===== src/rtl/fmcc_pkg.sv =====
// Shared types, constants and the CRC-16 byte update for the frame checker.
package fmcc_pkg;

	localparam logic [15:0] CRC_INIT        = 16'hFFFF;
	localparam logic [15:0] CRC_POLY        = 16'hA001;
	localparam logic [7:0]  START_BYTE_RST  = 8'h7E;
	localparam logic [2:0]  COUNT_MAX       = 3'd4;

	typedef enum logic [1:0] {
		ST_OK        = 2'd0,
		ST_TOO_SHORT = 2'd1,
		ST_BAD_START = 2'd2,
		ST_BAD_CRC   = 2'd3
	} status_t;

	typedef struct packed {
		status_t     status;
		logic [7:0]  message_id;
		logic [15:0] computed_crc;
	} result_t;

	// Fold one byte into a reflected CRC-16, one bit per step.
	function automatic logic [15:0] crc_feed(input logic [15:0] crc, input logic [7:0] b);
		logic [15:0] c;
		c = crc ^ {8'h00, b};
		for (int k = 0; k < 8; k++) begin
			if (c[0]) begin
				c = (c >> 1) ^ CRC_POLY;
			end else begin
				c = c >> 1;
			end
		end
		return c;
	endfunction

endpackage


===== src/rtl/fmcc_frame.sv =====
// Per-frame tracking: held trailer bytes, running CRC, header check and result build.
module fmcc_frame (
	input  logic                clk,
	input  logic                arst_n,
	input  logic                accept,
	input  logic [7:0]          data_byte,
	input  logic                last_byte,
	input  logic [7:0]          start_byte,
	output fmcc_pkg::result_t   result
);

	logic [15:0] crc_q;
	logic [7:0]  older_q;
	logic [7:0]  newer_q;
	logic [2:0]  count_q;
	logic        header_q;
	logic [7:0]  id_q;

	logic [15:0] crc_d;
	logic        header_d;
	logic [7:0]  id_d;
	logic [15:0] trailer;

	// Work out the state this item leaves behind
	always_comb begin
		header_d = (count_q == 3'd0) ? (data_byte == start_byte) : header_q;
		id_d     = (count_q == 3'd1) ? data_byte : id_q;
		crc_d    = (count_q >= 3'd2) ? fmcc_pkg::crc_feed(crc_q, older_q) : crc_q;
		trailer  = {data_byte, newer_q};
	end

	// Build the result for a frame that ends on this item
	always_comb begin
		result.message_id   = (count_q >= 3'd1) ? id_d : 8'h00;
		result.computed_crc = crc_d;
		if (count_q < 3'd3) begin
			result.status = fmcc_pkg::ST_TOO_SHORT;
		end else if (!header_d) begin
			result.status = fmcc_pkg::ST_BAD_START;
		end else if (trailer != crc_d) begin
			result.status = fmcc_pkg::ST_BAD_CRC;
		end else begin
			result.status = fmcc_pkg::ST_OK;
		end
	end

	// Advance frame state; clear it after the final item
	always_ff @(posedge clk or negedge arst_n) begin
		if (!arst_n) begin
			crc_q    <= fmcc_pkg::CRC_INIT;
			older_q  <= 8'h00;
			newer_q  <= 8'h00;
			count_q  <= 3'd0;
			header_q <= 1'b0;
			id_q     <= 8'h00;
		end else if (accept) begin
			if (last_byte) begin
				crc_q    <= fmcc_pkg::CRC_INIT;
				older_q  <= 8'h00;
				newer_q  <= 8'h00;
				count_q  <= 3'd0;
				header_q <= 1'b0;
				id_q     <= 8'h00;
			end else begin
				crc_q    <= crc_d;
				older_q  <= newer_q;
				newer_q  <= data_byte;
				header_q <= header_d;
				id_q     <= id_d;
				if (count_q < fmcc_pkg::COUNT_MAX) begin
					count_q <= count_q + 3'd1;
				end
			end
		end
	end

endmodule


===== config.mk =====
export PLATFORM = sky130hd
export DESIGN_NAME = fmcc_frame
export DESIGN_NICKNAME = d
export VERILOG_FILES = /design/src/rtl/fmcc_pkg.sv /design/src/rtl/fmcc_frame.sv
export SDC_FILE = /design/constraint.sdc
export NUM_CORES = 1
export LEC_CHECK = 0
export BUFFER_PORTS_ARGS = -buffer_cell sky130_fd_sc_hd__buf_2
export CAP_MARGIN = 20
export CORE_UTILIZATION = 40
export CTS_BUF_LIST = sky130_fd_sc_hd__clkbuf_4 sky130_fd_sc_hd__clkbuf_8 sky130_fd_sc_hd__clkbuf_16
export DETAILED_ROUTE_END_ITERATION = 8
export SYNTH_ARGS = -nofsm -noshare
export SYNTH_HDL_FRONTEND = slang
export SYNTH_SLANG_ARGS = --single-unit

===== constraint.sdc =====
create_clock -name clk -period 2.5 [get_ports clk]
set_input_delay 0.375 -clock clk [delete_from_list [all_inputs] [get_ports clk]]
set_output_delay 0.375 -clock clk [all_outputs]
set_load 0.01 [all_outputs]

# Word-level counts from Yosys, hierarchy flattened
# Index checks and enable logic that the tools add are counted.
dict set report word_totals {
  word_cells 48
  ff_bits 44
  output_inout_bits 26
  inputBits 20
}
dict set report op_classes {
  magnitude_cmp 4
  n_bitwise 9
  n_mux 22
  eq_ne 3
  n_addsub 1
  n_reduce_logical 3
}
# operator n
set op_table {}
lappend op_table {{16-bit 2-to-1 mux} 10}
lappend op_table {{8-bit 2-to-1 mux} 5}
lappend op_table {{2-bit inverter with 3-bit output} 8}
lappend op_table {{16-bit != test} 1}
lappend op_table {{16-bit by 8-bit bitwise XOR with 16-bit output} 1}
lappend op_table {{8-bit equality test} 1}
lappend op_table {{2-bit 2-to-1 mux} 3}
lappend op_table {{3-bit 2-to-1 mux} 2}
lappend op_table {{3-bit by 1-bit adder with 3-bit output, second input constant} 1}
lappend op_table {{3-bit by 1-bit equality test with 1-bit output, second input constant} 1}
lappend op_table {{3-bit by 1-bit greater-or-equal comparator with 1-bit output, second input constant} 1}
lappend op_table {{3-bit by 2-bit greater-or-equal comparator with 1-bit output, second input constant} 1}
lappend op_table {{3-bit zero test} 1}
lappend op_table {{3-bit by 2-bit less-than comparator with 1-bit output, second input constant} 1}
lappend op_table {{3-bit less-than comparator, second input constant} 1}
lappend op_table {{1-bit 2-to-1 mux} 2}
lappend op_table {{2-bit AND reduction} 1}
lappend op_table {{2-bit nonzero test} 1}

# Depth between registers and ports, before layout
# Gate-level depths: netlist (run 1).
dict set report logic_depth {
  ltp_word 22
  depth_mapped 11
  depth_no_buf 9
}

# Least setup slack after synthesis (run 1)
# Ideal clock, no wire load.
dict set report synth_timing {
  path_type {reg-to-output}
  from {register crc_q[2]}
  to {output port result[25] (netlist bit)}
  required_time_ps 2125
  arrival_time_ps 2404
  path_buffers 0
  setup_slack_ps -279
  path_stages_with_launch 8
  path_cell_list {dfstp_2 -> xor2_2 -> xor3_2 -> xnor3_2 -> a311o_1 -> o31ai_1 -> nor4_2 -> a21boi_1}
}
# element line
set synth_lines {}
lappend synth_lines {{start, declared} fmcc_frame.sv:12} ;# logic [15:0] crc_q;
lappend synth_lines {{start signal, assigned} fmcc_frame.sv:50} ;# crc_q <= fmcc_pkg::CRC_INIT;
lappend synth_lines {{start signal, assigned} fmcc_frame.sv:58} ;# crc_q <= fmcc_pkg::CRC_INIT;
lappend synth_lines {{start signal, assigned} fmcc_frame.sv:65} ;# crc_q <= crc_d;
lappend synth_lines {{end, declared} fmcc_frame.sv:9} ;# output fmcc_pkg::result_t result

==> key figures, run 1 <==
Clock tree
  • Number of sinks driven by the clock tree: 44
  • Number of buffers on the longest clock path: 2
  • Clock Tree Root: clkbuf_8
  • Cts-stage hold buffer count: 0
  • Clock latency of the later-clocked register in the worst-skew pair: 0.31 ns
  • CTS H-tree depth: 2
  • CTS tree: built
  • Clock slew seen by the registers of the worst setup and hold paths: 0.08 ns
  • Total CTS buffers: 5

STA
  • Shortest period the worst path allows: 3.122 ns
  • Setup_tns: -2.232 ns
  • Worst rel slew slack: 36.37%
  • Top achievable clock speed: 0.3203 GHz
  • Portion of the clock cycle consumed by the worst path in the final layout: 124.9%
  • Worst hold slack across all endpoints: 0.1972 ns
  • Hold Violations, Final: 0
  • Slew at the pin with the worst max-slew slack: 0.9545 ns
  • Number of max-slew violations in the final report: 0
  • Setup violators final: 5
  • Post-Route Skew: 0.009000 ns
  • Unrepaired setup endpoints after global routing: true
  • Post-route worst setup slack: -0.6224 ns

Drt
  • Router iterations before antenna repair: 4
  • Final routed wire length divided by cell count: 16.23 µm
  • Via count of the routed design: 2772
  • Final Routed Wirelength: 8488 µm
  • Mean number of vias per cell: 5.300
  • Antenna Violating Nets Remaining: 0
  • Number of violations reported at the end of detailed-routing iteration 0: 140
  • Final routed DRC violation total: 0

Worst setup path
  • Number of cells traversed by the worst register-to-register path: 10
  • Arr. time, crit path: 2.75 ns
  • Req. time, crit path: 2.12 ns
  • Largest incremental delay on the critical path: 0.56 ns
  • Critical-path cell list: xnor2_2 -> xor3_2 -> xnor3_2 -> o311ai_4 -> nand2_1 -> nor4_2 -> buf_4 -> o21ai_2 -> buf_2
  • CP Launch Type: flip-flop
  • Maximum net fanout on the critical path: 3
  • Cell family with the largest share of critical-path delay: XOR/XNOR gates
  • Stages on worst setup path: 9
  • Worst-path cell with the longest stage delay: dfstp_2
  • Setup crit end kind: primary output
  • Setup Crit Path Kind: reg -> out
  • Worst Path Buf+Inv: 2

Yosys
  • Ys flop type: dfrtp_1
  • Mapped Area: 2960 µm²
  • Number of enable flip-flop cells after synthesis: 0
  • Net count after synthesis: 360
  • Number of distinct library cell variants in the gate-level netlist after synthesis: 51
  • Yosys warning count: 0
  • Share of synthesized flip-flops with an asynchronous set or reset: 100.0%
  • Share of synthesized area occupied by flip-flops and latches: 37.87%
  • Post-Synthesis Mean Instance Area: 8.811 µm²
  • Post-synthesis register bit count: 44
  • Cell count after synthesis: 336

Run
  • Max-cap violations: 0

Cells and area
  • Sequential standard cell area: 1121 µm²
  • Diodes inserted: 0
  • Share of cells above drive strength 1: 35.60%
  • Nets: 450
  • Final-layout fill cell count: 661
  • Final standard cell utilization of the core: 56.43%
  • Area growth from synthesis to layout: 33.09%
  • Final Non-Filler Cells: 523
  • Combined area of the multi-input logic cells: 1719 µm²

Global route
  • Aggregate global routing overflow: 0
  • First-pass GRT wire length: 13860 µm
  • All-layer global routing usage: 23.62%
  • Antenna violations before repair: 0
  • Largest net degree at the start of global routing: 43
  • Via count of the first global-routing pass: 2666

Pwr
  • Power density normalized to cell area: 1257 nW/µm²
  • Pleak: 1.790 nW
  • Maximum ir drop on the vdd rail: 0.6149 mV

Die
  • Horizontal die dimension: 88.03 µm
  • I/O pins: 46
  • Die Area: 7749 µm²
  • Std cell rows: 30
  • Starting Density: 42.40%
  • CORE AREA: 6982 µm²
  • Die height: 88.03 µm

Worst hold path
  • Worst min-delay path category: in -> async

Placed design
  • Setup slack after placement: -0.2320 ns
  • Routability congestion estimate: 0.9000
  • Placed Cells: 512
  • Estimated wirelength of the detail-placed design: 6112 µm
  • Port-buffer cells: 45

Outcome
  • Run status: finished, violations left
  • Violated checks: setup timing
==> metrics by stage <==
stage                     cell area, µm²  power [W]
final                               3940   0.004953
after global routing                3940   0.005290
after CTS                           3891   0.004744
after detailed placement            3705   0.003923
after global placement              3705   0.003890
after floorplan                     3002   0.002775
==> final cells by class <==
class                           instances  area share, %
Inverter                               38          3.620
Multi-Input combinational cell        232          43.63
Sequential cell                        44          28.45
Clock inverter                          1         0.7621
Clock buffer                            7          2.445
Timing Repair Buffer                  105          18.04
Tap cell                               96          3.049
==> cell usage in the layout (no fill, tap or decap), types with 2 or more instances in the layout <==
cell type,n
a211oi_1,2
a21oi_1,22
a22oi_1,7
buf_12,2
buf_2,44
buf_4,57
buf_6,2
clkbuf_8,7
dfrtp_1,28
dfstp_2,16
ha_1,4
inv_1,37
mux2_2,2
mux2i_1,2
mux2i_2,3
nand2_1,31
nand2b_1,2
nand3b_1,15
nand4_1,2
nor2_1,15
nor2b_1,4
nor4_1,3
o21ai_0,22
o221ai_1,2
o22a_1,10
o22ai_1,13
xnor2_1,15
xnor2_2,5
xor2_1,20
==> final timing paths <==
kind | slack, ns | endpoint | startpoint
hold / removal | 0.20 | newer_q[6]$_DFFE_PN0P_ | arst_n
max in group asynchronous | 1.61 | crc_q[6]$_DFFE_PN1P_ | arst_n
setup reg to reg | 0.07 | crc_q[0]$_DFFE_PN1P_ | crc_q[6]$_DFFE_PN1P_
setup / recovery | -0.62 | result[24] | crc_q[6]$_DFFE_PN1P_
min in group clk | 0.43 | newer_q[0]$_DFFE_PN0P_ | data_byte[0]
hold reg to reg | 0.51 | id_q[4]$_DFFE_PN0P_ | id_q[4]$_DFFE_PN0P_
==> registers in the layout (all words and copies together), names as in the netlist <==
signal    flops
crc_q        16
id_q          8
newer_q       8
older_q       8
count_q       3
header_q      1
==> logic make-up (layout without fill, tap and decap cells) <==
group / after synthesis / count (layout) / share of synthesized area, %
compound gates: 98 / 98 / 21.64
simple gates: 78 / 78 / 13.36
buf+inv: 60 / 151 / 7.608
xor+xnor: 44 / 44 / 15.05
flops: 44 / 44 / 37.87
mux: 8 / 8 / 2.790
fa+ha+maj: 4 / 4 / 1.691
==> worst reg2reg max path: cells and delay by family, from the launching register on <==
family / cells / cell delay, ns
and+or+nand+nor: 1 / 0.15
AOI/OAI and AO/OA: 1 / 0.13
xor gates and xnor gates: 4 / 1.02
DFF: 1 / 0.56
buffers and inverters: 4 / 0.52
==> timing repair <==
item | CTS | global route
pin swaps | 4 | 6
buffers inserted | 1 | 2
resized for setup | 10 | 6
endpoints found under the setup margin | 5 | 12
gates cloned | 0 | 0
==> power by group <==
| part | internal, W | switching (W) |
|---|---|---|
| logic | 0.00165 | 0.00158 |
| clock network | 0.000353 | 0.000259 |
| registers | 0.000937 | 0.000169 |
==> Yosys cell counts (2+ instances only) <==
cell type,n,area [µm²]
a211oi_1,3,22.52
a21oi_1,23,115.1
a22oi_1,7,52.55
buf_1,5,18.77
clkbuf_1,17,63.81
dfrtp_1,28,700.7
dfstp_2,16,420.4
ha_1,4,50.05
inv_1,38,142.6
mux2_2,2,22.52
mux2i_1,6,60.06
nand2_1,31,116.4
nand2b_1,2,12.51
nand3b_1,15,112.6
nand4_1,2,12.51
nor2_1,15,56.30
nor2b_1,4,25.02
nor4_1,3,18.77
o21ai_0,23,115.1
o221ai_1,2,17.52
o22a_1,10,87.58
o22ai_1,13,81.33
o31ai_1,2,15.01
xnor2_1,19,166.4
xor2_1,20,175.2
==> metal layers <==
layer	share of wire [%]	routed length (µm)	vias up	GRT usage (%)
li1	-	-	1343	-
met1	47	3965	1350	33.39
met2	48	4083	65	37.77
met3	3.1	259	14	2.922
met4	2.1	180	0	7.478
met5	0	0	-	0
Power figures use the tool's default switching activity.
==> run 2: changes to the inputs <==
==> constraint.sdc (replaced) <==
create_clock -name clk -period 2.5 [get_ports clk]
set_input_delay 0.25 -clock clk [delete_from_list [all_inputs] [get_ports clk]]
set_output_delay 0.25 -clock clk [all_outputs]
set_load 0.01 [all_outputs]
==> key figures, run 2 (synthesis gave the netlist of run 1 again) <==
Drt
  • Mean number of vias per cell: 5.244 (-1.1%)
  • Final routed wire length divided by cell count: 15.90 µm (-2.0%)
  • Via count of the routed design: 2727 (-1.6%)
  • Final routed DRC violation total: 0 (unchanged)
  • Antenna Violating Nets Remaining: 0 (unchanged)
  • Final Routed Wirelength: 8268 µm (-2.6%)
  • Number of violations reported at the end of detailed-routing iteration 0: 128 (-8.6%)
  • Router iterations before antenna repair: 4 (unchanged)

Pwr
  • Share of power burned in registers: 24.4% (+2.1 points)
  • Psw: 0.001884 W (-6.3%)
  • Proportion of total power due to net switching: 41.38% (+0.80 points)
  • Power share of the clock group: 9.8% (-2.6 points)
  • Power density normalized to cell area: 1188 nW/µm² (-5.5%)
  • Internal power contribution: 0.002670 W (-9.3%)
  • Pleak: 1.735 nW (-3.1%)
  • Share of total power in combinational logic: 65.8% (+0.5 points)
  • Maximum ir drop on the vdd rail: 0.6129 mV (-0.33%)

Worst setup path
  • Setup Crit Path Kind: reg -> out
  • Setup crit end kind: primary output
  • Req. time, crit path: 2.25 ns (+0.13 ns)
  • Maximum net fanout on the critical path: 2 (-1)
  • CP Launch Type: flip-flop
  • Arr. time, crit path: 2.70 ns (-0.05 ns)

STA
  • Slew at the pin with the worst max-slew slack: 0.9339 ns (-0.02059 ns)
  • Unrepaired setup endpoints after global routing: true
  • Hold Violations, Final: 0 (unchanged)
  • Number of max-slew violations in the final report: 0 (unchanged)
  • Worst hold slack across all endpoints: 0.07728 ns (-0.1199 ns)
  • Post-route worst setup slack: -0.4467 ns (+0.1757 ns)
  • Setup violators final: 4 (-1)
  • Top achievable clock speed: 0.3394 GHz (+6.0%)
  • Shortest period the worst path allows: 2.947 ns (-0.1757 ns)
  • Worst rel slew slack: 37.74% (+1.4 points)
  • Portion of the clock cycle consumed by the worst path in the final layout: 117.9% (-7.0 points)
  • Post-Route Skew: 0.006467 ns (-0.002533 ns)

Placed design
  • Setup slack after placement: -0.1486 ns (+0.08337 ns)
  • Estimated wirelength of the detail-placed design: 6106 µm (-0.10%)
  • Routability congestion estimate: 0.8894 (-1.2%)
  • Port-buffer cells: 45 (unchanged)

Global route
  • Via count of the first global-routing pass: 2547 (-4.5%)
  • All-layer global routing usage: 22.59% (-1.0 points)
  • Antenna violations before repair: 0 (unchanged)
  • Largest net degree at the start of global routing: 41 (-4.7%)
  • First-pass GRT wire length: 13120 µm (-5.3%)
  • Aggregate global routing overflow: 0 (unchanged)

Die
  • Starting Density: 42.40% (unchanged)
  • CORE AREA: 6982 µm² (unchanged)
  • I/O pins: 46 (unchanged)
  • Horizontal die dimension: 88.03 µm (unchanged)
  • Die height: 88.03 µm (unchanged)
  • Std cell rows: 30 (unchanged)
  • Die Area: 7749 µm² (unchanged)

Run
  • Max-cap violations: 0 (unchanged)

Outcome
  • Violated checks: setup timing
  • Run status: finished, violations left

Clock tree
  • Clock slew seen by the registers of the worst setup and hold paths: 0.08 ns (about the same)
  • Clock Tree Root: clkbuf_8
  • CTS tree: built
  • CTS H-tree depth: 2 (unchanged)
  • Clock latency of the later-clocked register in the worst-skew pair: 0.30 ns (about the same)
  • Number of buffers on the longest clock path: 2 (unchanged)
  • Number of sinks driven by the clock tree: 44 (unchanged)
  • Total CTS buffers: 5 (unchanged)
  • Cts-stage hold buffer count: 0 (unchanged)

Cells and area
  • Sequential standard cell area: 1121 µm² (unchanged)
  • Final standard cell utilization of the core: 54.91% (-1.5 points)
  • Diodes inserted: 0 (unchanged)
  • Biggest register: crc_q
  • Share of cells above drive strength 1: 34.43% (-1.2 points)
  • Nets: 448 (-0.44%)
  • Highest-count cells in the layout ignoring fill and taps: buf_4, buf_2, inv_1
  • Combined area of the multi-input logic cells: 1699 µm² (-1.2%)
  • Final-layout fill cell count: 707 (+7.0%)
  • Area growth from synthesis to layout: 29.50%
  • Flip-flop count of the largest register after layout: 16 (unchanged)
  • Most common cell after layout, fill and taps aside: buf_4

Worst hold path
  • Worst min-delay path category: in -> async
## run 2: final cells by class
| cell class | instances | area share, % |
|---|---|---|
| Clock buffer | 7 | 2.187 |
| Inverter | 38 | 3.721 |
| Multi-Input combinational cell | 232 | 44.32 |
| Sequential cell | 44 | 29.24 |
| Tap cell | 96 | 3.133 |
| Timing Repair Buffer | 103 | 17.40 |
## run 2: per-stage QoR
stage | TNS, ns | total power (W) | cells | cell area [µm²]
6_report | -1.246 | 0.004554 | 520 | 3834
5_1_grt | -1.706 | 0.004878 | 520 | 3834
4_1_cts | -1.333 | 0.004372 | 516 | 3741
3_5_place_dp | -0.2886 | 0.003831 | 506 | 3623
3_3_place_gp | -0.2045 | 0.003797 | 506 | 3623
2_1_floorplan | 0 | 0.002726 | 336 | 2974
## run 2: power by group through the flow
stage | clock [W] | combinational, W | sequential, W
global placement | 0 | 0.00270 | 0.00110
global route | 0.000500 | 0.00325 | 0.00113
CTS | 0.000464 | 0.00281 | 0.00110
finish | 0.000448 | 0.00299 | 0.00111
floorplan | 0 | 0.00165 | 0.00108
detailed placement | 0 | 0.00272 | 0.00111
## run 2: per-layer routing
| layer | GRT usage, % | wire, µm |
|---|---|---|
| met5 | 0 | 0 |
| met4 | 5.425 | 74 |
| met3 | 3.393 | 329 |
| met2 | 36.58 | 4023 |
| met1 | 31.84 | 3840 |
## run 2: worst max-delay path: stages (launching register included)
cell and delay [ns]:
dfstp_2 0.57, xnor2_2 0.13, xor3_2 0.49, xor2_1 0.17, o311a_1 0.35, o31ai_2 0.20
nor4_2 0.08, buf_4 0.15, a21boi_1 0.13, buf_2 0.14
## run 2: worst paths after layout
check,start,endpoint,slack [ns],depth (start not counted)
max in group asynchronous,arst_n,crc_q[1]$_DFFE_PN1P_,1.72,2
worst max-delay path,crc_q[6]$_DFFE_PN1P_,result[25],-0.45,9
min in group clk,accept,id_q[0]$_DFFE_PN0P_,0.28,2
worst min register to register,id_q[4]$_DFFE_PN0P_,id_q[4]$_DFFE_PN0P_,0.52,1
worst min-delay path,arst_n,older_q[0]$_DFFE_PN0P_,0.08,1
worst max register to register,crc_q[6]$_DFFE_PN1P_,crc_q[15]$_DFFE_PN1P_,0.24,8
## run 2: repair_timing
action / in CTS / in global routing
endpoints found under the hold margin: 0 / 0
pin swaps: 6 / 10
setup endpoints to repair: 5 / 5
setup buffers: 4 / 4
resized for setup: 2 / 11
==> run 3: changes to the inputs <==
MAX_ROUTING_LAYER = met4   (was default)
==> key figures, run 3 (synthesis gave the netlist of run 1 again) <==
Worst setup path
  • CP Launch Type: flip-flop
  • Largest incremental delay on the critical path: 0.57 ns (about the same)
  • Setup Crit Path Kind: reg -> out
  • Number of cells traversed by the worst register-to-register path: 8 (unchanged)
  • Setup crit end kind: primary output
  • Setup slack, reg-to-reg: 0.24 ns (about the same)
  • Maximum net fanout on the critical path: 2 (unchanged)
  • Critical-path cell list: xnor2_2 -> xor3_2 -> xor2_1 -> o311a_1 -> o31ai_2 -> nor4_2 -> buf_4 -> a21boi_1 -> buf_2
  • Worst-path cell with the longest stage delay: dfstp_2
  • FF-to-FF Start: crc_q[6]$_DFFE_PN1P_
  • Capturing point of the worst reg2reg path: crc_q[15]$_DFFE_PN1P_
  • Arr. time, crit path: 2.70 ns (about the same)
  • Req. time, crit path: 2.25 ns (about the same)

Global route
  • All-layer global routing usage: 23.28% (+0.70 points)
  • Via count of the first global-routing pass: 2552 (+0.20%)
  • Largest net degree at the start of global routing: 41 (unchanged)
  • Aggregate global routing overflow: 0 (unchanged)
  • First-pass GRT wire length: 13120 µm (about the same)
  • Antenna violations before repair: 0 (unchanged)

STA
  • Shortest period the worst path allows: 2.946 ns (-0.001049 ns)
  • Setup violators final: 4 (unchanged)
  • Post-route worst setup slack: -0.4457 ns (+0.001049 ns)
  • Unrepaired setup endpoints after global routing: true
  • Portion of the clock cycle consumed by the worst path in the final layout: 117.8% (about the same)
  • Number of max-slew violations in the final report: 0 (unchanged)
  • Setup_tns: -1.246 ns (+0.0001100 ns)
  • Post-Route Skew: 0.005827 ns (-0.0006403 ns)
  • Worst hold slack across all endpoints: 0.07895 ns (+0.001665 ns)
  • Hold Violations, Final: 0 (unchanged)
  • Slew at the pin with the worst max-slew slack: 0.9395 ns (+0.005582 ns)
  • Top achievable clock speed: 0.3395 GHz (about the same)
  • Worst rel slew slack: 37.37% (-0.37 points)

Placed design
  • Placed Cells: 506 (unchanged)
  • Estimated wirelength of the detail-placed design: 6106 µm (unchanged)
  • Routability congestion estimate: 0.9043 (+1.7%)
  • Port-buffer cells: 45 (unchanged)
  • Total placed instance area: 3623 µm² (unchanged)
  • Setup slack after placement: -0.1486 ns (unchanged)

Run
  • Max-cap violations: 0 (unchanged)

Cells and area
  • Biggest register: crc_q
  • Most common cell after layout, fill and taps aside: buf_4
  • Finished layout cell area: 3834 µm² (unchanged)
  • Final Non-Filler Cells: 520 (unchanged)
  • Highest-count cells in the layout ignoring fill and taps: buf_4, buf_2, inv_1
  • Nets: 448 (unchanged)
  • Diodes inserted: 0 (unchanged)
  • Share of cells above drive strength 1: 34.43% (unchanged)
  • Flip-flop count of the largest register after layout: 16 (unchanged)
  • Area growth from synthesis to layout: 29.50% (unchanged)

Pwr
  • Maximum ir drop on the vdd rail: 0.6147 mV (+0.29%)
  • Pleak: 1.735 nW (unchanged)
  • Power density normalized to cell area: 1188 nW/µm² (about the same)

Drt
  • Number of violations reported at the end of detailed-routing iteration 0: 144 (+13%)
  • Via count of the routed design: 2713 (-0.51%)
  • Final Routed Wirelength: 8296 µm (+0.34%)
  • Mean number of vias per cell: 5.217 (-0.51%)
  • Final routed DRC violation total: 0 (unchanged)
  • Antenna Violating Nets Remaining: 0 (unchanged)
  • Router iterations before antenna repair: 4 (unchanged)
  • Final routed wire length divided by cell count: 15.95 µm (+0.34%)

Clock tree
  • Number of buffers on the longest clock path: 2 (unchanged)
  • CTS H-tree depth: 2 (unchanged)
  • Clock Tree Root: clkbuf_8
  • Number of sinks driven by the clock tree: 44 (unchanged)
  • Clock slew seen by the registers of the worst setup and hold paths: 0.08 ns (about the same)
  • Cts-stage hold buffer count: 0 (unchanged)
  • Clock latency of the later-clocked register in the worst-skew pair: 0.30 ns (about the same)
  • CTS tree: built
  • Total CTS buffers: 5 (unchanged)

Die
  • CORE AREA: 6982 µm² (unchanged)
  • Die height: 88.03 µm (unchanged)
  • Die Area: 7749 µm² (unchanged)
  • I/O pins: 46 (unchanged)
  • Std cell rows: 30 (unchanged)
  • Horizontal die dimension: 88.03 µm (unchanged)
  • Starting Density: 42.40% (unchanged)

Outcome
  • Run status: finished, violations left
  • Violated checks: setup timing

Worst hold path
  • Worst min-delay path category: in -> async
==> run 3: report_power, final <==
group / leakage, nW / total, W / internal, W / switching (W)
Combinational: 1.15 / 0.00300 / 0.00152 / 0.00148
Clock: 0.0452 / 0.000448 / 0.000214 / 0.000234
Sequential: 0.541 / 0.00111 / 0.000937 / 0.000173
Total: 1.73 / 0.00455 / 0.00267 / 0.00188
==> run 3: worst max-delay path by stage <==
| stage | startpoint | end | slack [ns] |
|---|---|---|---|
| floorplan | crc_q[6]$_DFFE_PN1P_ | result[25] | 0.02 |
| global placement | crc_q[6]$_DFFE_PN1P_ | result[25] | -0.11 |
| detailed placement | crc_q[6]$_DFFE_PN1P_ | result[24] | -0.15 |
| CTS | crc_q[2]$_DFFE_PN1P_ | result[24] | -0.44 |
| global route | count_q[0]$_DFFE_PN0P_ | result[25] | -0.57 |
| finish | crc_q[6]$_DFFE_PN1P_ | result[25] | -0.45 |
==> run 3: worst max-delay path, delay by kind of cell (launching register included) <==
family                    cells  cell delay (ns)
and+or+nand+nor               1             0.08
AOI/OAI and AO/OA             3             0.68
xor gates and xnor gates      3             0.79
DFF                           1             0.57
buffers and inverters         2             0.29
==> run 3: metal layers <==
layer,vias to the layer above,track usage (%),part of all wire [%]
met1,1332,31.60,46
met5,-,-,0
met3,6,3.393,4.3
met2,44,36.79,48
li1,1331,-,-
met4,0,5.425,0.92
==> run 3: stage by stage <==
| stage | power [W] | util, % |
|---|---|---|
| after floorplan | 0.002726 | - |
| after global placement | 0.003797 | 51.90 |
| after detailed placement | 0.003831 | 51.90 |
| after CTS | 0.004372 | 53.58 |
| after global routing | 0.004878 | 54.91 |
| final | 0.004554 | 54.91 |
==> run 3: area by class of cell <==
type                            instances  area [µm²]
Multi-Input combinational cell        232        1699
Timing Repair Buffer                  103       666.9
Inverter                               38       142.6
Sequential cell                        44        1121
Clock buffer                            7       83.83
Tap cell                               96       120.1
Fill cell                             707        3148
==> run 3: repair_timing <==
action / 4_1_cts / 5_1_grt
pin swaps: 6 / 10
gates resized for setup: 2 / 11
setup buffers: 4 / 4
setup endpoints to repair: 5 / 5
